--- config.mk ---
export PLATFORM = sky130hd
export DESIGN_NAME = rc_channel_frame_parser
export DESIGN_NICKNAME = d
export VERILOG_FILES = /design/src/sv/rcfp_pkg.sv /design/src/sv/rcfp_front.sv /design/src/sv/rcfp_queue.sv /design/src/sv/rcfp_back.sv /design/src/sv/rc_channel_frame_parser.sv
export SDC_FILE = /design/constraint.sdc
export NUM_CORES = 1
export LEC_CHECK = 0
export ABC_AREA = 0
export BUFFER_PORTS_ARGS = -buffer_cell sky130_fd_sc_hd__buf_2
export CAP_MARGIN = 10
export CORE_UTILIZATION = 50
export DETAILED_ROUTE_END_ITERATION = 6
export HOLD_SLACK_MARGIN = 0.06
export PLACE_DENSITY = 0.66
export SLEW_MARGIN = 30
export SYNTH_ARGS = -nofsm -noshare
export SYNTH_HDL_FRONTEND = slang
export SYNTH_SLANG_ARGS = --single-unit
--- constraint.sdc ---
create_clock -name clk -period 20.6 [get_ports clk]
set_clock_uncertainty 0.05 [all_clocks]
set_input_delay 1.03 -clock clk [delete_from_list [all_inputs] [get_ports clk]]
set_output_delay 1.03 -clock clk [all_outputs]
set_load 0.1 [all_outputs]
--- src/sv/rcfp_pkg.sv ---
`default_nettype none

package rcfp_pkg;

    localparam int CHANNEL_COUNT = 16;
    localparam int CHANNEL_BITS  = 11;
    localparam int PAYLOAD_BYTES = (CHANNEL_COUNT * CHANNEL_BITS) / 8;
    localparam int PAYLOAD_W     = PAYLOAD_BYTES * 8;
    localparam int CH_IDX_W      = 4;
    localparam int POS_W         = 9;

    localparam logic [7:0] SYNC_RESET      = 8'hC8;
    localparam logic [7:0] POLY_RESET      = 8'hD5;
    localparam logic [7:0] CHANNELS_KIND   = 8'h16;
    localparam logic [7:0] CHANNELS_LENGTH = 8'd24;

    localparam logic CFG_SYNC = 1'b0;
    localparam logic CFG_POLY = 1'b1;

    localparam logic KIND_CHANNEL = 1'b0;
    localparam logic KIND_CRC_ERR = 1'b1;

    typedef struct packed {
        logic                 crc_err;
        logic [PAYLOAD_W-1:0] payload;
    } cmd_t;

    typedef enum logic {
        BK_IDLE,
        BK_SEND
    } back_state_t;

    function automatic logic [7:0] crc_update(input logic [7:0] crc,
                                              input logic [7:0] b,
                                              input logic [7:0] poly);
        logic [7:0] c;
        c = crc ^ b;
        for (int i = 0; i < 8; i++)
        begin
            if (c[7])
            begin
                c = {c[6:0], 1'b0} ^ poly;
            end
            else
            begin
                c = {c[6:0], 1'b0};
            end
        end
        return c;
    endfunction

endpackage

`default_nettype wire

--- src/sv/rcfp_front.sv ---
`default_nettype none

module rcfp_front
    import rcfp_pkg::*;
(
    input  wire logic       clk,
    input  wire logic       rst_n,
    input  wire logic       cfg_valid,
    input  wire logic       cfg_index,
    input  wire logic [7:0] cfg_data,
    input  wire logic       byte_valid,
    input  wire logic [7:0] byte_data,
    input  wire logic       q_full,
    output logic            byte_ready,
    output logic            push,
    output cmd_t            push_cmd
);

    logic [7:0]           sync_reg;
    logic [7:0]           poly_reg;
    logic [POS_W-1:0]     pos_reg, pos_next;
    logic [7:0]           len_reg, len_next;
    logic [7:0]           kind_reg, kind_next;
    logic [7:0]           crc_reg, crc_next;
    logic [PAYLOAD_W-1:0] payload_reg, payload_next;

    logic             accept;
    logic [POS_W-1:0] k;
    logic             qual;

    assign byte_ready = !q_full;
    assign accept     = byte_valid && byte_ready;
    assign k          = pos_reg - POS_W'(2);

    always_comb
    begin
        pos_next     = pos_reg;
        len_next     = len_reg;
        kind_next    = kind_reg;
        crc_next     = crc_reg;
        payload_next = payload_reg;
        qual         = 1'b0;
        push         = 1'b0;
        push_cmd     = '{crc_err: 1'b0, payload: payload_reg};
        if (accept)
        begin
            if (pos_reg == '0)
            begin
                if (byte_data == sync_reg)
                begin
                    pos_next = POS_W'(1);
                end
            end
            else if (pos_reg == POS_W'(1))
            begin
                len_next  = byte_data;
                kind_next = 8'd0;
                crc_next  = 8'd0;
                pos_next  = (byte_data == 8'd0) ? '0 : POS_W'(2);
            end
            else
            begin
                if (k == '0)
                begin
                    kind_next = byte_data;
                end
                crc_next = crc_update(crc_reg, byte_data, poly_reg);
                qual     = (kind_next == CHANNELS_KIND) && (len_reg == CHANNELS_LENGTH);
                if (qual && (k >= POS_W'(1)) && (k <= POS_W'(PAYLOAD_BYTES)))
                begin
                    payload_next = {byte_data, payload_reg[PAYLOAD_W-1:8]};
                end
                if (({1'b0, k} + 10'd1) < {2'b00, len_reg})
                begin
                    pos_next = pos_reg + POS_W'(1);
                end
                else
                begin
                    pos_next = '0;
                    push     = qual;
                    push_cmd = '{crc_err: (crc_next != 8'd0), payload: payload_reg};
                end
            end
        end
    end

    always_ff @(posedge clk or negedge rst_n)
    begin
        if (!rst_n)
        begin
            sync_reg <= SYNC_RESET;
            poly_reg <= POLY_RESET;
            pos_reg  <= '0;
            len_reg  <= 8'd0;
            kind_reg <= 8'd0;
            crc_reg  <= 8'd0;
        end
        else
        begin
            if (cfg_valid && (cfg_index == CFG_SYNC))
            begin
                sync_reg <= cfg_data;
            end
            if (cfg_valid && (cfg_index == CFG_POLY))
            begin
                poly_reg <= cfg_data;
            end
            pos_reg  <= pos_next;
            len_reg  <= len_next;
            kind_reg <= kind_next;
            crc_reg  <= crc_next;
        end
    end

    always_ff @(posedge clk)
    begin
        payload_reg <= payload_next;
    end

endmodule

`default_nettype wire

--- src/sv/rcfp_queue.sv ---
`default_nettype none

module rcfp_queue
    import rcfp_pkg::*;
(
    input  wire logic clk,
    input  wire logic rst_n,
    input  wire logic push,
    input  wire cmd_t push_cmd,
    input  wire logic pop,
    output logic      full,
    output logic      head_valid,
    output cmd_t      head
);

    cmd_t       mem [2];
    logic       wr_reg, wr_next;
    logic       rd_reg, rd_next;
    logic [1:0] count_reg, count_next;
    logic       do_push, do_pop;

    assign full       = (count_reg == 2'd2);
    assign head_valid = (count_reg != 2'd0);
    assign head       = mem[rd_reg];
    assign do_push    = push && !full;
    assign do_pop     = pop && head_valid;

    always_comb
    begin
        wr_next    = do_push ? ~wr_reg : wr_reg;
        rd_next    = do_pop ? ~rd_reg : rd_reg;
        count_next = count_reg + {1'b0, do_push} - {1'b0, do_pop};
    end

    always_ff @(posedge clk or negedge rst_n)
    begin
        if (!rst_n)
        begin
            wr_reg    <= 1'b0;
            rd_reg    <= 1'b0;
            count_reg <= 2'd0;
        end
        else
        begin
            wr_reg    <= wr_next;
            rd_reg    <= rd_next;
            count_reg <= count_next;
        end
    end

    always_ff @(posedge clk)
    begin
        if (do_push)
        begin
            mem[wr_reg] <= push_cmd;
        end
    end

endmodule

`default_nettype wire

--- src/sv/rcfp_back.sv ---
`default_nettype none

module rcfp_back
    import rcfp_pkg::*;
(
    input  wire logic                    clk,
    input  wire logic                    rst_n,
    input  wire logic                    head_valid,
    input  wire cmd_t                    head,
    output logic                         pop,
    output logic                         out_valid,
    input  wire logic                    out_ready,
    output logic                         out_kind,
    output logic [CH_IDX_W-1:0]          out_index,
    output logic [CHANNEL_BITS-1:0]      out_value,
    output logic                         out_last
);

    back_state_t          state_reg, state_next;
    logic [CH_IDX_W-1:0]  cnt_reg, cnt_next;
    logic                 err_reg, err_next;
    logic [PAYLOAD_W-1:0] shift_reg, shift_next;
    logic                 last_word;

    assign last_word = err_reg || (cnt_reg == CH_IDX_W'(CHANNEL_COUNT - 1));
    assign out_valid = (state_reg == BK_SEND);
    assign out_kind  = err_reg ? KIND_CRC_ERR : KIND_CHANNEL;
    assign out_index = err_reg ? '0 : cnt_reg;
    assign out_value = err_reg ? '0 : shift_reg[CHANNEL_BITS-1:0];
    assign out_last  = last_word;

    always_comb
    begin
        state_next = state_reg;
        cnt_next   = cnt_reg;
        err_next   = err_reg;
        shift_next = shift_reg;
        pop        = 1'b0;
        case (state_reg)
            BK_IDLE:
            begin
                if (head_valid)
                begin
                    pop        = 1'b1;
                    cnt_next   = '0;
                    err_next   = head.crc_err;
                    shift_next = head.payload;
                    state_next = BK_SEND;
                end
            end
            BK_SEND:
            begin
                if (out_ready)
                begin
                    if (last_word)
                    begin
                        state_next = BK_IDLE;
                    end
                    else
                    begin
                        cnt_next   = cnt_reg + CH_IDX_W'(1);
                        shift_next = shift_reg >> CHANNEL_BITS;
                    end
                end
            end
            default:
            begin
                state_next = BK_IDLE;
            end
        endcase
    end

    always_ff @(posedge clk or negedge rst_n)
    begin
        if (!rst_n)
        begin
            state_reg <= BK_IDLE;
            cnt_reg   <= '0;
            err_reg   <= 1'b0;
        end
        else
        begin
            state_reg <= state_next;
            cnt_reg   <= cnt_next;
            err_reg   <= err_next;
        end
    end

    always_ff @(posedge clk)
    begin
        shift_reg <= shift_next;
    end

endmodule

`default_nettype wire

--- src/sv/rc_channel_frame_parser.sv ---
// Channel  | Direction | Payload
// cfg      | in        | cfg_index: 0 sync byte, 1 CRC polynomial; cfg_data: 8-bit value
// s_axis   | in        | tdata: rx_byte
// m_axis   | out       | tdata: channel_index, channel_value; tuser: result_kind; tlast
//
// One received byte is taken per cycle while the frame queue has room.
// A frame's first result word is offered once the output stage pops it from the queue.
// A good frame yields sixteen words, one per cycle while tready is set; a bad CRC, one.
// The two-entry frame queue decouples the byte parser from result delivery.
// Reset is asynchronous and active low; the configuration port never stalls.
`default_nettype none

module rc_channel_frame_parser
    import rcfp_pkg::*;
(
    input  wire logic        clk,
    input  wire logic        rst_n,
    input  wire logic        cfg_valid,
    output logic             cfg_ready,
    input  wire logic        cfg_index,
    input  wire logic [7:0]  cfg_data,
    input  wire logic        s_axis_tvalid,
    output logic             s_axis_tready,
    input  wire logic [7:0]  s_axis_tdata,  // [7:0] rx_byte
    output logic             m_axis_tvalid,
    input  wire logic        m_axis_tready,
    output logic [15:0]      m_axis_tdata,  // [3:0] channel_index, [14:4] channel_value
    output logic             m_axis_tuser,  // [0] result_kind
    output logic             m_axis_tlast
);

    logic                    push;
    cmd_t                    push_cmd;
    logic                    q_full;
    logic                    head_valid;
    cmd_t                    head;
    logic                    pop;
    logic [CH_IDX_W-1:0]     out_index;
    logic [CHANNEL_BITS-1:0] out_value;

    assign cfg_ready = 1'b1;

    rcfp_front u_front (
        .clk        (clk),
        .rst_n      (rst_n),
        .cfg_valid  (cfg_valid),
        .cfg_index  (cfg_index),
        .cfg_data   (cfg_data),
        .byte_valid (s_axis_tvalid),
        .byte_data  (s_axis_tdata),
        .q_full     (q_full),
        .byte_ready (s_axis_tready),
        .push       (push),
        .push_cmd   (push_cmd)
    );

    rcfp_queue u_queue (
        .clk        (clk),
        .rst_n      (rst_n),
        .push       (push),
        .push_cmd   (push_cmd),
        .pop        (pop),
        .full       (q_full),
        .head_valid (head_valid),
        .head       (head)
    );

    rcfp_back u_back (
        .clk        (clk),
        .rst_n      (rst_n),
        .head_valid (head_valid),
        .head       (head),
        .pop        (pop),
        .out_valid  (m_axis_tvalid),
        .out_ready  (m_axis_tready),
        .out_kind   (m_axis_tuser),
        .out_index  (out_index),
        .out_value  (out_value),
        .out_last   (m_axis_tlast)
    );

    assign m_axis_tdata = {1'b0, out_value, out_index};

    a_no_overflow: assert property (@(posedge clk) disable iff (!rst_n)
        push |-> !q_full)
        else $error("frame queue written while full");

    a_err_single: assert property (@(posedge clk) disable iff (!rst_n)
        (m_axis_tvalid && (m_axis_tuser == KIND_CRC_ERR)) |->
            (m_axis_tlast && (m_axis_tdata == 16'd0)))
        else $error("CRC error word malformed");

    a_pop_when_idle: assert property (@(posedge clk) disable iff (!rst_n)
        pop |=> m_axis_tvalid)
        else $error("frame taken from queue but no word presented");

endmodule

`default_nettype wire

---- Word level (Yosys, flattened, before mapping) ----
Memory sizes are Yosys's and may differ from the RTL's.
Index checks and enable logic that the tools add are counted.
word-level totals
  flip-flop bits (word level) ............. 411
  bits in writable memories ............... 354
  bits of input ports ..................... 22
  output and inout port bits .............. 21
  memories ................................ 1
memory list
  memory       depth  bits a word  rd ports  clocked after memory_dff  wr ports  line              text
  u_queue.mem  2      177          1         0                         1         rcfp_queue.sv:16  cmd_t mem [2];
cells by class
  $add $sub $neg .......................... 6
  magnitude comparators ................... 3
  eq/ne operators ......................... 10
  muxes and demuxes ....................... 69
  bitwise gates (word level) .............. 15
  reduce and logical (&&, ||, !) cells .... 21
operator list
  operator                                             number
  two-way mux 177 bit                                  4
  two-way mux 176 bit                                  3
  one-hot mux 176 bit (2 select lines)                 1
  two-way mux 8 bit                                    38
  bitwise XOR 8 bit                                    9
  two-way mux 9 bit                                    4
  zero test 9 bit                                      2
  == test 8 x 5 -> 1 bit, second input constant        2
  two-way mux 4 bit                                    4
  two-way mux 1 bit                                    11
  two-way mux 11 bit                                   1
  adder 9 x 1 -> 10 bit, second input constant         1
  less-than comparator 10 x 8 -> 1 bit                 1
  adder 9 x 1 -> 9 bit, second input constant          1
  == test 9 x 1 -> 1 bit, second input constant        1
  >= comparator 9 x 1 -> 1 bit, second input constant  1
  <= comparator 9 x 5 -> 1 bit, second input constant  1
  subtractor 9 x 2 -> 9 bit, second input constant     1
  == test 8 bit                                        1
  logical AND 1 bit                                    8
  zero test 8 bit                                      1
  != test 2 bit, second input constant                 4
  one-hot mux 4 bit (2 select lines)                   1
  nonzero test 8 bit                                   1
  other kinds (14)                                     22

---- Longest topological paths before layout ----
Gate-level depths: netlist of run 1.
  depth in word-level cells ............... 46
  mapped depth ............................ 17
  gate-level depth less buffers ........... 17

---- Hierarchy ----
From an unflattened synthesis of run 1, not the netlist that was laid out.
unflattened totals
  cell total of the unflattened synthesis .. 1696
  area total of the unflattened synthesis .. 30957.2 um2
modules (own cells, without submodules)
  module                   instances  cells each  area each (um2)  seq. area each (um2)
  rcfp_queue               1          569         13396.6          10730.3
  rcfp_front               1          703         9756.9           6521.3
  rcfp_back                1          420         7781.2           5435.2
  rc_channel_frame_parser  1          4           22.5             0.0

---- Worst setup path after synthesis of run 1 ----
No wires, ideal clock.
  path type ............................... flip-flop to flip-flop
  start ................................... register u_front.pos_reg[1]
  end ..................................... memory u_queue.mem[0][0] (netlist bit), enable pin
  setup time .............................. 0.930 ns
  arrival ................................. 14.250 ns
  required time ........................... 19.620 ns
  path slack .............................. 5.370 ns
  stages on the path, launching flop included .. 14
  path buffers ............................ 0
  period minus slack after synthesis ...... 15.230 ns
  path through ............................ dfrtp_1 > inv_1 > ha_1 > nor2b_1 > nor2_1 > nor3b_1 > xor2_1 > ha_1 > a21oi_1 > nor2b_1 > o21ai_0 > nand2b_1 > a221oi_1 > nor3_1
between the ends
  word-level cells in the longest chain between the ends .. 15
RTL lines
  element                                                         line               text
  from (decl)                                                     rcfp_front.sv:21   logic [POS_W-1:0] pos_reg, pos_next;
  from (signal assigned)                                          rcfp_front.sv:108  pos_reg <= pos_next;
  branches (longest 10 deep; another with adder 9 x 1 -> 10 bit)  --
  two-way mux 1 bit *                                             rcfp_front.sv:47   if (pos_reg == '0)
  two-way mux 1 bit *                                             rcfp_front.sv:45   if (accept)
  logical AND 1 bit *                                             rcfp_queue.sv:25   assign do_push = push && !full;
  two-way mux 1 bit *                                             rcfp_queue.sv:53   if (do_push)
  two-way mux 1 bit (not written as such) *                       rcfp_queue.sv:55   mem[wr_reg] <= push_cmd;
  to (decl)                                                       rcfp_queue.sv:16
Mark *: on every way between the ends. The select of a mux whose other input is x is not followed.

==> results list, run 1 <==
- Wirelength, routed: 53.48 mm
- During I/O placement, the number of pins put on the boundary was 43.
* Fraction of final layout cells sized beyond drive strength 1: 10.97%
- After routing the design area is 33,430 um2.
- Setup repair after global routing left no endpoint under its margin.
- During synthesis, Yosys emitted a total of 0 warnings.
* Buffer depth of the longest clock path: 3
- The die covers 60,780 um2.
- The die is 246.5 um tall.
- Critical-path top delay cell: sky130_fd_sc_hd__dfstp_2
- Fillers: 4,556
* Number of DRC markers after the initial detailed-route iteration: 1,050
- Data on the critical path is required at its endpoint by 20.90 ns.
- Maximum fanout encountered on the critical timing path: 28
* Sequential cell area: 22,690 um2
- Start-to-end type of the worst setup path: flop to flop
* Final setup violation count: 0
- Fraction of registers with async set/reset: 7.712%
- Gates resized during post-CTS repair numbered 0.
- The worst path meets setup with 14.99 ns of slack.
* Row count: 89
* Total via count in the routed design: 15,141
- Top cell types by occurrence after synthesis: sky130_fd_sc_hd__edfxtp_1 (706), sky130_fd_sc_hd__nand2_1 (244), sky130_fd_sc_hd__o21ai_0 (210)
* Crit share post-route: 27.23%
* Final nets: 1,986
- Crit. End Element: flop
- The smallest clock period supported by the final layout is computed as 5.610 ns.
* Combinational fraction of design power: 32.6%
- Buffers added to address setup during post-CTS repair amount to 0.
* HPWL Detailed: 30.42 mm
- Port Buffer Count: 40
- In this run the most critical hold path is launched from u_front.payload_reg[3]$_DFFE_PP_.
* Overall global routing resource usage: 17.91%
* Synth Instances: 1,903
* Via count of the first global-routing pass: 15,310
- Detail-routed via count per cell: 5.450
- Chain of cells forming the critical path: inv_1, o21ai_0, and2_0, a21oi_1, a311oi_1, o21ai_0, a2111oi_0, a311oi_1, and3_1, or2_0, nor4_1, o211ai_1, o311a_1
* Number of iterations in the first detailed-routing pass: 5
- Final Hold Slack: 0.3962 ns
- Relative area change from synthesis to final layout: 11.83%
- Number of hold violations in the final report: 0
- Placer's final routability congestion estimate: 0.8424
- TritonCTS built the clock tree.
* Crit-path max cell delay: 0.89 ns
- Area of the multi-input gates: 6775 um2
* Leakage power figure: 11.95 nW
- The first global-routing pass estimated 84.61 mm of wire.
- CTS saw 765 sinks.
- The internal power of the cells totals 3.469 mW.
* Hold crit path type: flop to flop
- After synthesis, the largest area contributor takes up 70.91% of total cell area.
- After the flow finishes, the layout carries non-filler instances totaling 2,778.
* Slew at the pin closest to its max-slew limit: 0.9426 ns
* Synthesized area per cell: 15.71 um2
- Pwr dens: 157.0 nW/um2
* Clock share of power: 25.9%
* Total inserted antenna cells: 0
* Starting density of the core: 50.66%
* Number of enable flip-flop cells after synthesis: 706
- Initial antenna violation count: 0
- Registers are responsible for 41.5% of the overall power.
* Synth area leader: sky130_fd_sc_hd__edfxtp_1
* Number of routed nets with antenna violations: 0
* Slack of the worst reg-to-reg path: 14.99 ns
- Tracing the worst setup path back leads to its startpoint at u_front.poly_reg[7]$_DFFE_PN1P_.
- Hold repair after CTS inserted 0 buffers.
- Counting tap cells, the placed design contains a total of 2,637 instances.
- The flow ran to the end, and the final reports show no timing, DRC or antenna violations.
- Highest clock frequency the design can meet: 178.3 MHz
- WP data arrival: 5.91 ns
* Most repeated cell in the gate-level netlist after synthesis: sky130_fd_sc_hd__edfxtp_1
- Routed wire length per instance: 19.25 um
- The synthesized netlist contains 79 unique library cells.
- In the routed design, unresolved DRC markers number 0.
- Max reg flops: 354
* Headroom to the max-slew limit: 37.16%
- VDD IR max: 0.1155 mV
* Count of state elements after synthesis: 765
* Largest net degree at the start of global routing: 106
* Ranking of synthesized cells by area: sky130_fd_sc_hd__edfxtp_1 (71%), sky130_fd_sc_hd__mux2i_1 (6.2%), sky130_fd_sc_hd__dfrtp_1 (4.3%), sky130_fd_sc_hd__o21ai_0 (3.5%), sky130_fd_sc_hd__nand2_1 (3.1%)
* Clk_lat worst skew: 0.62 ns
* Sum Neg Setup Slack: 0 ns
- In this run switching power makes up 33.92% of total power.
- Max-cap violations in this run came to 0.
- Synth Cell Area: 29,900 um2
* Pins over their slew limit: 0
* Clock H-tree levels: 3
* Switch Pwr: 1.781 mW
- Net count after synthesis: 1,942
- In this run, CTS created clock tree buffers numbering 78.
* Root Buffer Master: sky130_fd_sc_hd__clkbuf_16
- Of the synthesized area, sequential elements account for 75.88%.
* Sum of overflow across all layers after global routing: 0
* Startpoint of the worst register-to-register path: u_front.poly_reg[7]$_DFFE_PN1P_
* Width of the die: 246.5 um
* Post-synth top flop: sky130_fd_sc_hd__edfxtp_1
- Prior to clock tree synthesis, the placed netlist has a worst setup slack of 14.66 ns.
- Summing all placed instances gives a cell area of 30,870 um2.
- Clock transition at path regs: 0.06 ns
- The worst setup path is launched from a flop.
- The region available for standard cell placement spans 59,020 um2.
==> final timing paths <==
check                                             endpoint  cells after the start
max in group asynchronous       u_queue.rd_reg$_DFFE_PN0P_                      2
hold reg to reg                u_queue.mem[0][3]$_DFFE_PP_                      0
setup reg to reg             u_queue.mem[0][176]$_DFFE_PP_                     13
min in group asynchronous  u_front.sync_reg[0]$_DFFE_PN0P_                      2
hold / removal                 u_queue.mem[0][3]$_DFFE_PP_                      0
setup / recovery             u_queue.mem[0][176]$_DFFE_PP_                     13
==> placed cells by master, fill, tap and decap left out, types with 13 or more instances in the layout <==
cell,count
sky130_fd_sc_hd__buf_4,13
sky130_fd_sc_hd__mux2_2,21
sky130_fd_sc_hd__nor2b_1,20
sky130_fd_sc_hd__mux2i_1,185
sky130_fd_sc_hd__xor2_1,22
sky130_fd_sc_hd__dfrtp_1,49
sky130_fd_sc_hd__ha_1,17
sky130_fd_sc_hd__inv_1,21
sky130_fd_sc_hd__a21oi_1,23
sky130_fd_sc_hd__nor3_1,15
sky130_fd_sc_hd__edfxtp_1,706
sky130_fd_sc_hd__o21ai_0,210
sky130_fd_sc_hd__xnor2_1,50
sky130_fd_sc_hd__clkinv_1,16
sky130_fd_sc_hd__buf_2,40
sky130_fd_sc_hd__clkbuf_16,80
sky130_fd_sc_hd__clkbuf_1,17
sky130_fd_sc_hd__nand2_1,243
sky130_fd_sc_hd__nand3_1,18
sky130_fd_sc_hd__nor2_1,60
==> cell families (layout without fill, tap and decap cells) <==
family	count (synthesis)	count (layout)	synth area share, %
adder cells (fa/ha/maj)	17	17	0.7114
AO/OA/AOI/OAI	301	301	5.934
flip-flops	765	765	75.88
AND/OR/NAND/NOR	411	411	6.031
other	2	2	0.02512
XOR/XNOR	84	84	2.883
buffers and inverters	117	219	1.548
multiplexers	206	206	6.985
==> metal layers <==
| layer | track usage [%] | up-vias | part of all wire [%] | routed length (um) |
|---|---|---|---|---|
| met3 | 3.181 | 93 | 4.1 | 2184 |
| li1 | - | 7202 | - | - |
| met5 | 0 | - | 0 | 0 |
| met4 | 7.081 | 0 | 2.7 | 1443 |
| met1 | 24.59 | 7545 | 45 | 24030 |
| met2 | 28.45 | 301 | 48 | 25820 |
==> power groups by stage <==
| stage | clock [mW] | sequential (mW) | combinational (mW) |
|---|---|---|---|
| 2_1_floorplan | 0 | 2.17 | 1.38 |
| 6_report | 1.36 | 2.18 | 1.71 |
| 3_3_place_gp | 0 | 2.21 | 1.69 |
| 5_1_grt | 1.45 | 2.21 | 1.89 |
| 3_5_place_dp | 0 | 2.21 | 1.70 |
| 4_1_cts | 1.40 | 2.18 | 1.71 |
==> through the flow <==
step | total power, mW | util [%]
floorplan | 3.543 | -
global placement | 3.896 | 52.26
detailed placement | 3.916 | 52.31
CTS | 5.293 | 56.51
global route | 5.547 | 56.65
finish | 5.250 | 56.65
==> layout make-up <==
| type | instances | area share, % |
|---|---|---|
| well taps | 773 | 2.893 |
| repair buffers | 60 | 1.302 |
| clock buffers | 97 | 6.179 |
| inverters | 21 | 0.2358 |
| multi-input cells | 1021 | 20.26 |
| clock inverters | 41 | 1.246 |
| flip-flops and latches | 765 | 67.88 |
==> critical path: cells and delay by family, from the launching register on <==
kind            cells  cell delay [ns]
compound gates      8             2.49
buf+inv             1             0.49
flops               1             0.89
simple gates        4             1.40
(Power assumes the default switching activity.)
==> inputs of run 2 (changes only) <==
Clock period 20.6 ns to 5.3 ns, I/O delays scaled along.
==> results list, run 2 (synthesis gave the netlist of run 1 again) <==
* Routed wire length per instance: 19.35 um (+0.52%)
* Relative area change from synthesis to final layout: 12.87%
* Combinational fraction of design power: 34.1% (+1.5 points)
- The areal power density over the cells came to 601.3 nW/um2 (+280%).
* Startpoint of the worst register-to-register path: u_front.crc_reg[7]$_DFFE_PN0P_
- Pins over their slew limit: 0 (unchanged)
- Area of the placeable core: 59,020 um2 (unchanged)
- The final number of setup-violating endpoints is 0 (unchanged).
- The number of buffers added to fix hold violations after cts came to 18 (+18).
* Switch Pwr: 6.903 mW (+290%)
- Maximum fanout encountered on the critical timing path: 9 (-68%)
* Clock transition at path regs: 0.06 ns (about the same)
* Clk_lat worst skew: 0.62 ns (about the same)
- Post-CTS Setup Bufs: 0 (unchanged)
- The arrival time of the worst setup path is 5.05 ns (-0.86 ns).
- The final-report hold violation count is 0 (unchanged).
- The depth of the CTS H-tree was 3 (unchanged).
* Number of DRC markers after the initial detailed-route iteration: 904 (-14%)
- Switching part of the total power: 34.02% (+0.10 points)
- Total inserted antenna cells: 0 (unchanged)
- The sequential fraction of design power was 41.4% (about the same).
- Clock share of power: 24.5% (-1.4 points)
- The number of remaining DRC errors is 0 (unchanged).
* Wirelength, routed: 54.59 mm (+2.1%)
- Fraction of final layout cells sized beyond drive strength 1: 12.40% (+1.4 points)
* Row count: 89 (unchanged)
- The number of buffers inserted during clock tree synthesis was 77 (-1.3%).
* Initial antenna violation count: 0 (unchanged)
- The critical path starts at u_front.crc_reg[7]$_DFFE_PN0P_.
- Final nets: 2,031 (+2.3%)
* Root Buffer Master: sky130_fd_sc_hd__clkbuf_16
- The final weighted congestion in routability-driven placement is 0.8138 (-3.4%).
* Final standard cell count with taps included and fillers excluded: 2,821 (+1.5%)
- Largest net degree at the start of global routing: 211 (+99%)
- Total via count in the routed design: 15,221 (+0.53%)
- The cell area after placement was 31,260 um2 (+1.3%).
- The worst-case vdd ir drop came to 0.5100 mV (+340%).
- Io pins: 43 (unchanged)
- The final worst-path cycle share was 89.47% (+62 points).
- Port Buffer Count: 40 (unchanged)
* Internal power: 13.39 mW (+290%)
* Hold crit path type: input pin to flop
- The total overflow reported by the global router is 0 (unchanged).
- Kind of start point of the critical path: flop
- Slack of the worst reg-to-reg path: 0.56 ns (-14.43 ns)
- The worst reg2reg path depth came to 15 (+2).
- The critical path is of the flop to flop type.
- The chip height is 246.5 um (unchanged).
* Overall global routing resource usage: 18.37% (+0.47 points)
- Setup repair after global routing left no endpoint under its margin.
* Area of the die: 60,780 um2 (unchanged)
- Cell count after placement: 2,667 (+1.1%)
- TritonCTS built the clock tree.
* Cell count of the worst hold path: 3 (+3)
- The slew at the pin closest to its max-slew limit is 0.9193 ns (-0.02331 ns).
- The post-route cell area was 33,750 um2 (+0.94%).
- Starting density of the core: 50.66% (unchanged)
* Required arrival time at the worst endpoint: 5.61 ns (-15.29 ns)
- Wire length of the first global-routing pass: 86.37 mm (+2.1%)
* Result of the run: complete, no violations
- The remaining number of nets flagged by the antenna check after routing came to 0 (unchanged).
* Total clock sinks: 765 (unchanged)
- Highest-count cells in the layout ignoring fill and taps: sky130_fd_sc_hd__edfxtp_1 (706), sky130_fd_sc_hd__nand2_1 (242), sky130_fd_sc_hd__o21ai_0 (209)
- The number of global-route vias before repair is 15,959 (+4.2%).
- Leakage power figure: 12.11 nW (+1.3%)
- The number of optimization iterations in the first detailed-route pass is 5 (unchanged).
* Headroom to the max-slew limit: 38.71% (+1.6 points)
- Crit. End Element: flop
* Highest clock frequency the design can meet: 210.9 MHz (+18%)
- Width of the die: 246.5 um (unchanged)
* Buffer depth of the longest clock path: 3 (unchanged)
- HPWL Detailed: 31.68 mm (+4.2%)
* Most common cell after layout, fill and taps aside: sky130_fd_sc_hd__edfxtp_1
- Max reg flops: 354 (unchanged)
* Worst Hold Launch: cfg_index
* Post-layout minimum cycle time: 4.742 ns (-0.8678 ns)
- Max-cap violations: 0 (unchanged)
* Post-CTS sizing: 0 (unchanged)
- The vias per cell is 5.396 (-1.0%).
-- run 2: worst paths after layout --
path / endpoint
worst min register to register: u_queue.mem[0][3]$_DFFE_PP_
worst max-delay path: u_queue.mem[0][176]$_DFFE_PP_
worst max register to register: u_queue.mem[0][176]$_DFFE_PP_
min in group asynchronous: u_front.sync_reg[0]$_DFFE_PN0P_
worst min-delay path: u_front.sync_reg[2]$_DFFE_PN0P_
max in group asynchronous: u_queue.rd_reg$_DFFE_PN0P_
-- run 2: per-layer routing --
layer	vias to the layer above	GRT usage (%)	share of wire [%]
li1	7302	-	-
met1	7579	23.90	44
met2	255	31.27	50
met3	85	3.377	3.9
met4	0	5.737	1.9
met5	-	0	0
-- run 2: power by group through the flow --
stage | logic [mW] | clock network (mW) | registers, mW
finish | 6.93 | 4.97 | 8.40
global placement | 6.89 | 0 | 8.52
detailed placement | 6.94 | 0 | 8.54
global route | 7.68 | 5.32 | 8.51
floorplan | 5.40 | 0 | 8.36
CTS | 7.01 | 5.10 | 8.42
-- run 2: through the flow --
step                      util (%)  setup TNS (ns)  hold slack [ns]  worst slack, ns  power (mW)
after floorplan                  -         -537.64         -0.08059           -1.535       13.76
after global placement       52.97               0           0.3725           0.5874       15.41
after detailed placement     52.97               0           0.3813           0.5618       15.48
after CTS                    57.16               0          0.08025           0.5735       20.53
after global routing         57.18               0           0.1269           0.2551       21.51
final                        57.18               0           0.1443           0.5582       20.29
-- run 2: area by class of cell --
class                   count  area (um2)
clock inverters            36       231.5
inverters                  21       78.83
repair buffers            106       882.1
flip-flops and latches    765       22700
clock buffers              99        2062
well taps                 773       967.2
fillers                  4588       25270
multi-input cells        1021        6829
-- run 2: critical path: stages, from the launching register on --
cell and delay, ns:
sky130_fd_sc_hd__dfrtp_1 0.45, sky130_fd_sc_hd__xnor2_1 0.48, sky130_fd_sc_hd__buf_4 0.26, sky130_fd_sc_hd__nor2_1 0.06
sky130_fd_sc_hd__xnor2_1 0.20, sky130_fd_sc_hd__nor4_1 0.52, sky130_fd_sc_hd__a211oi_4 0.14, sky130_fd_sc_hd__buf_4 0.20
sky130_fd_sc_hd__xor2_2 0.18, sky130_fd_sc_hd__a2111oi_0 0.39, sky130_fd_sc_hd__a311oi_1 0.13, sky130_fd_sc_hd__and3_1 0.27
sky130_fd_sc_hd__or3b_2 0.46, sky130_fd_sc_hd__xnor3_1 0.23, sky130_fd_sc_hd__o211ai_1 0.11, sky130_fd_sc_hd__o311a_1 0.36
==> inputs of run 3 (changes only) <==
Settings changed: REMOVE_ABC_BUFFERS from default to 1.
==> results list, run 3 (synthesis gave the netlist of run 1 again) <==
* Area of the die: 60,780 um2 (unchanged)
- Overall global routing resource usage: 17.36% (-1.0 points)
* Crit. End Element: flop
- The flip-flop count of the largest register after layout is 354 (unchanged).
- By startpoint and endpoint, the worst setup path is classified as flop to flop.
- Final nets: 2,015 (-0.79%)
- Remaining design rule violation count: 0 (unchanged)
- The total overflow reported by the global router is 0 (unchanged).
- The final weighted congestion in routability-driven placement came to 0.8273 (+1.7%).
- Number of hold violations in the final report: 0 (unchanged)
* Width of the die: 246.5 um (unchanged)
* Routed wire length per instance: 18.68 um (-3.5%)
- The worst-case vdd ir drop is 0.6666 mV (+31%).
* Post-layout minimum cycle time: 4.804 ns (+0.06200 ns)
- Critical-path top delay cell: sky130_fd_sc_hd__dfrtp_1
* Crit path buf inv count: 0 (-2)
* Io pins: 43 (unchanged)
- Final setup violation count: 0 (unchanged)
* Port Buffer Count: 40 (unchanged)
* Kind of cell with the highest combined delay on the critical path: simple AND/OR/NAND/NOR gates
* Highest-count cells in the layout ignoring fill and taps: sky130_fd_sc_hd__edfxtp_1 (706), sky130_fd_sc_hd__nand2_1 (243), sky130_fd_sc_hd__o21ai_0 (210)
- The switching power summed over all nets came to 6.845 mW (-0.85%).
- HPWL Detailed: 29.86 mm (-5.8%)
- The slew at the pin closest to its max-slew limit is 0.8474 ns (-0.07188 ns).
* Core Util, Final: 56.90% (-0.28 points)
* TritonCTS Buffers: 74 (-3.9%)
- Number of routed nets with antenna violations: 0 (unchanged)
* Total via count in the routed design: 15,383 (+1.1%)
- Maximum fanout encountered on the critical timing path: 7 (-2)
* Area of the placeable core: 59,020 um2 (unchanged)
- The final worst-path cycle share came to 90.64% (+1.2 points).
- The clock slew at the register clock pins of the worst setup and hold paths was 0.06 ns (about the same).
- Headroom to the max-slew limit: 43.51% (+4.8 points)
- Pins over their slew limit: 0 (unchanged)
* Crit-path max cell delay: 0.46 ns (-0.06 ns)
- Number of iterations in the first detailed-routing pass: 6 (+1)
* Initial antenna violation count: 0 (unchanged)
- The clock network fraction of total power came to 24.5% (about the same).
- Clk_lat worst skew: 0.61 ns (about the same)
- The data required time at the worst endpoint is 5.60 ns (about the same).
- Compared with the post-synthesis result, the final layout area differs by 12.32%.
- Highest clock frequency the design can meet: 208.2 MHz (-1.3%)
- Post-CTS Setup Bufs: 0 (unchanged)
* Detail-routed via count per cell: 5.482 (+1.6%)
- The pin count of the biggest net entering global routing came to 209 (-0.95%).
* Hold crit path type: input pin to flop
- The fraction of layout cells with a size suffix above 1 was 11.26% (-1.1 points).
- The pre-CTS setup slack was 0.2312 ns (-0.3306 ns).
- The chip height came to 246.5 um (unchanged).
* Switching part of the total power: 33.98% (-0.041 points)
* Register share of total power: 41.5% (about the same)
* Total inserted antenna cells: 0 (unchanged)
- The number of global-route vias before repair was 15,917 (-0.26%).
* Chain of cells forming the critical path: xnor2_2, xnor2_1, mux2_2, nor4b_1, nor3_1, or3_1, a2111oi_0, a311oi_1, and3_1, or3b_2, xnor3_1, o211ai_1, o311a_1
- The cell row count was 89 (unchanged).
- The global-route wire length before repair is 81.99 mm (-5.1%).
* Setup ws final: 0.4962 ns (-0.06200 ns)
* TritonCTS clock tree: done
* Combinational fraction of design power: 33.9% (-0.2 points)
- Total clock sinks: 765 (unchanged)
- The internal portion of total power is 13.30 mW (-0.67%).
- The total length of routed wires was 52.41 mm (-4.0%).
* Buffer depth of the longest clock path: 3 (unchanged)
- Pwr dens: 599.8 nW/um2 (-0.25%)
* Number of DRC markers after the initial detailed-route iteration: 919 (+1.7%)
- In this run the clock root is driven by a sky130_fd_sc_hd__clkbuf_16.
- The starting density of the core is 50.66% (unchanged).
- Area after DPL: 31,110 um2 (-0.49%)
- Leakage power figure: 12.03 nW (-0.68%)
- Setup repair after global routing left no endpoint under its margin.
- The worst setup path is launched from a flop.
- The number of max-cap violations was 0 (unchanged).
- The run finished with clean final reports.
- Pwr Total: 20.14 mW (-0.73%)
* Finished Cell Area: 33,580 um2 (-0.49%)
- The depth of the CTS H-tree is 3 (unchanged).
- The arrival time of the worst setup path is 5.10 ns (+0.05 ns).
- Leaving out fill and tap cells, the most frequent cell in the layout is sky130_fd_sc_hd__edfxtp_1.
-- run 3: cell count changes in the layout (fill, tap and decap cells not counted), sizes merged --
cell / delta
buf: -13
clkbuf: -11
clkinv: +6
bufinv: +2
inv: +2
clkinvlp: -1
-- run 3: worst paths after layout --
kind	start	endpoint	slack [ns]	cells after the start
max in group asynchronous	rst_n	u_queue.rd_reg$_DFFE_PN0P_	4.29	3
max reg2reg	u_front.crc_reg[5]$_DFFE_PN0P_	u_queue.mem[0][176]$_DFFE_PP_	0.50	13
min	cfg_index	u_front.sync_reg[0]$_DFFE_PN0P_	0.13	3
min in group asynchronous	rst_n	u_front.poly_reg[5]$_DFFE_PN0P_	0.31	3
max	u_front.crc_reg[5]$_DFFE_PN0P_	u_queue.mem[0][176]$_DFFE_PP_	0.50	13
min reg2reg	u_front.payload_reg[7]$_DFFE_PP_	u_queue.mem[0][7]$_DFFE_PP_	0.40	0
-- run 3: what timing repair did --
| action | in CTS | in global routing |
|---|---|---|
| gates resized for setup | 0 | 2 |
| setup endpoints to repair | 0 | 4 |
| hold endpoints to repair | 94 | 0 |
| hold buffers | 18 | 0 |
-- run 3: per-layer routing --
layer  share of wire (%)  vias to the layer above  track usage (%)
met4                 2.3                        0            5.519
met1                  42                     7707            21.60
met3                 4.0                       95            3.224
met2                  51                      323            30.54
li1                    -                     7258                -
met5                   0                        -                0
-- run 3: worst register-to-register path, cell delays in order (launching register included) --
cell	delay (ns)
sky130_fd_sc_hd__dfrtp_1	0.46
sky130_fd_sc_hd__xnor2_2	0.25
sky130_fd_sc_hd__xnor2_1	0.45
sky130_fd_sc_hd__mux2_2	0.41
sky130_fd_sc_hd__nor4b_1	0.36
sky130_fd_sc_hd__nor3_1	0.16
sky130_fd_sc_hd__or3_1	0.42
sky130_fd_sc_hd__a2111oi_0	0.45
sky130_fd_sc_hd__a311oi_1	0.12
sky130_fd_sc_hd__and3_1	0.27
sky130_fd_sc_hd__or3b_2	0.46
sky130_fd_sc_hd__xnor3_1	0.25
sky130_fd_sc_hd__o211ai_1	0.09
sky130_fd_sc_hd__o311a_1	0.35
-- run 3: layout make-up --
cell class | instances | area [um2]
Timing Repair Buffer | 93 | 780.7
Sequential cell | 765 | 22690
Inverter | 21 | 78.83
Multi-Input combinational cell | 1021 | 6783
Clock buffer | 88 | 1926
Tap cell | 773 | 967.2
Fill cell | 4549 | 25440
Clock inverter | 45 | 352.8
-- run 3: power groups by stage --
stage / Sequential [mW] / Combinational (mW) / Clock, mW
floorplan: 8.90 / 5.28 / 0
global placement: 8.49 / 6.81 / 0
detailed placement: 8.50 / 6.87 / 0
CTS: 8.38 / 6.92 / 5.06
global route: 8.48 / 7.56 / 5.27
finish: 8.37 / 6.84 / 4.94
-- run 3: stage by stage --
stage | hold WS, ns | TNS (ns) | instances
3_5_place_dp | 0.3906 | 0 | 2655
4_1_cts | 0.08885 | 0 | 2806
6_report | 0.1259 | 0 | 2806
3_3_place_gp | 0.3745 | 0 | 2655
2_1_floorplan | -0.08059 | -4971.78 | 1807
5_1_grt | 0.1168 | 0 | 2806
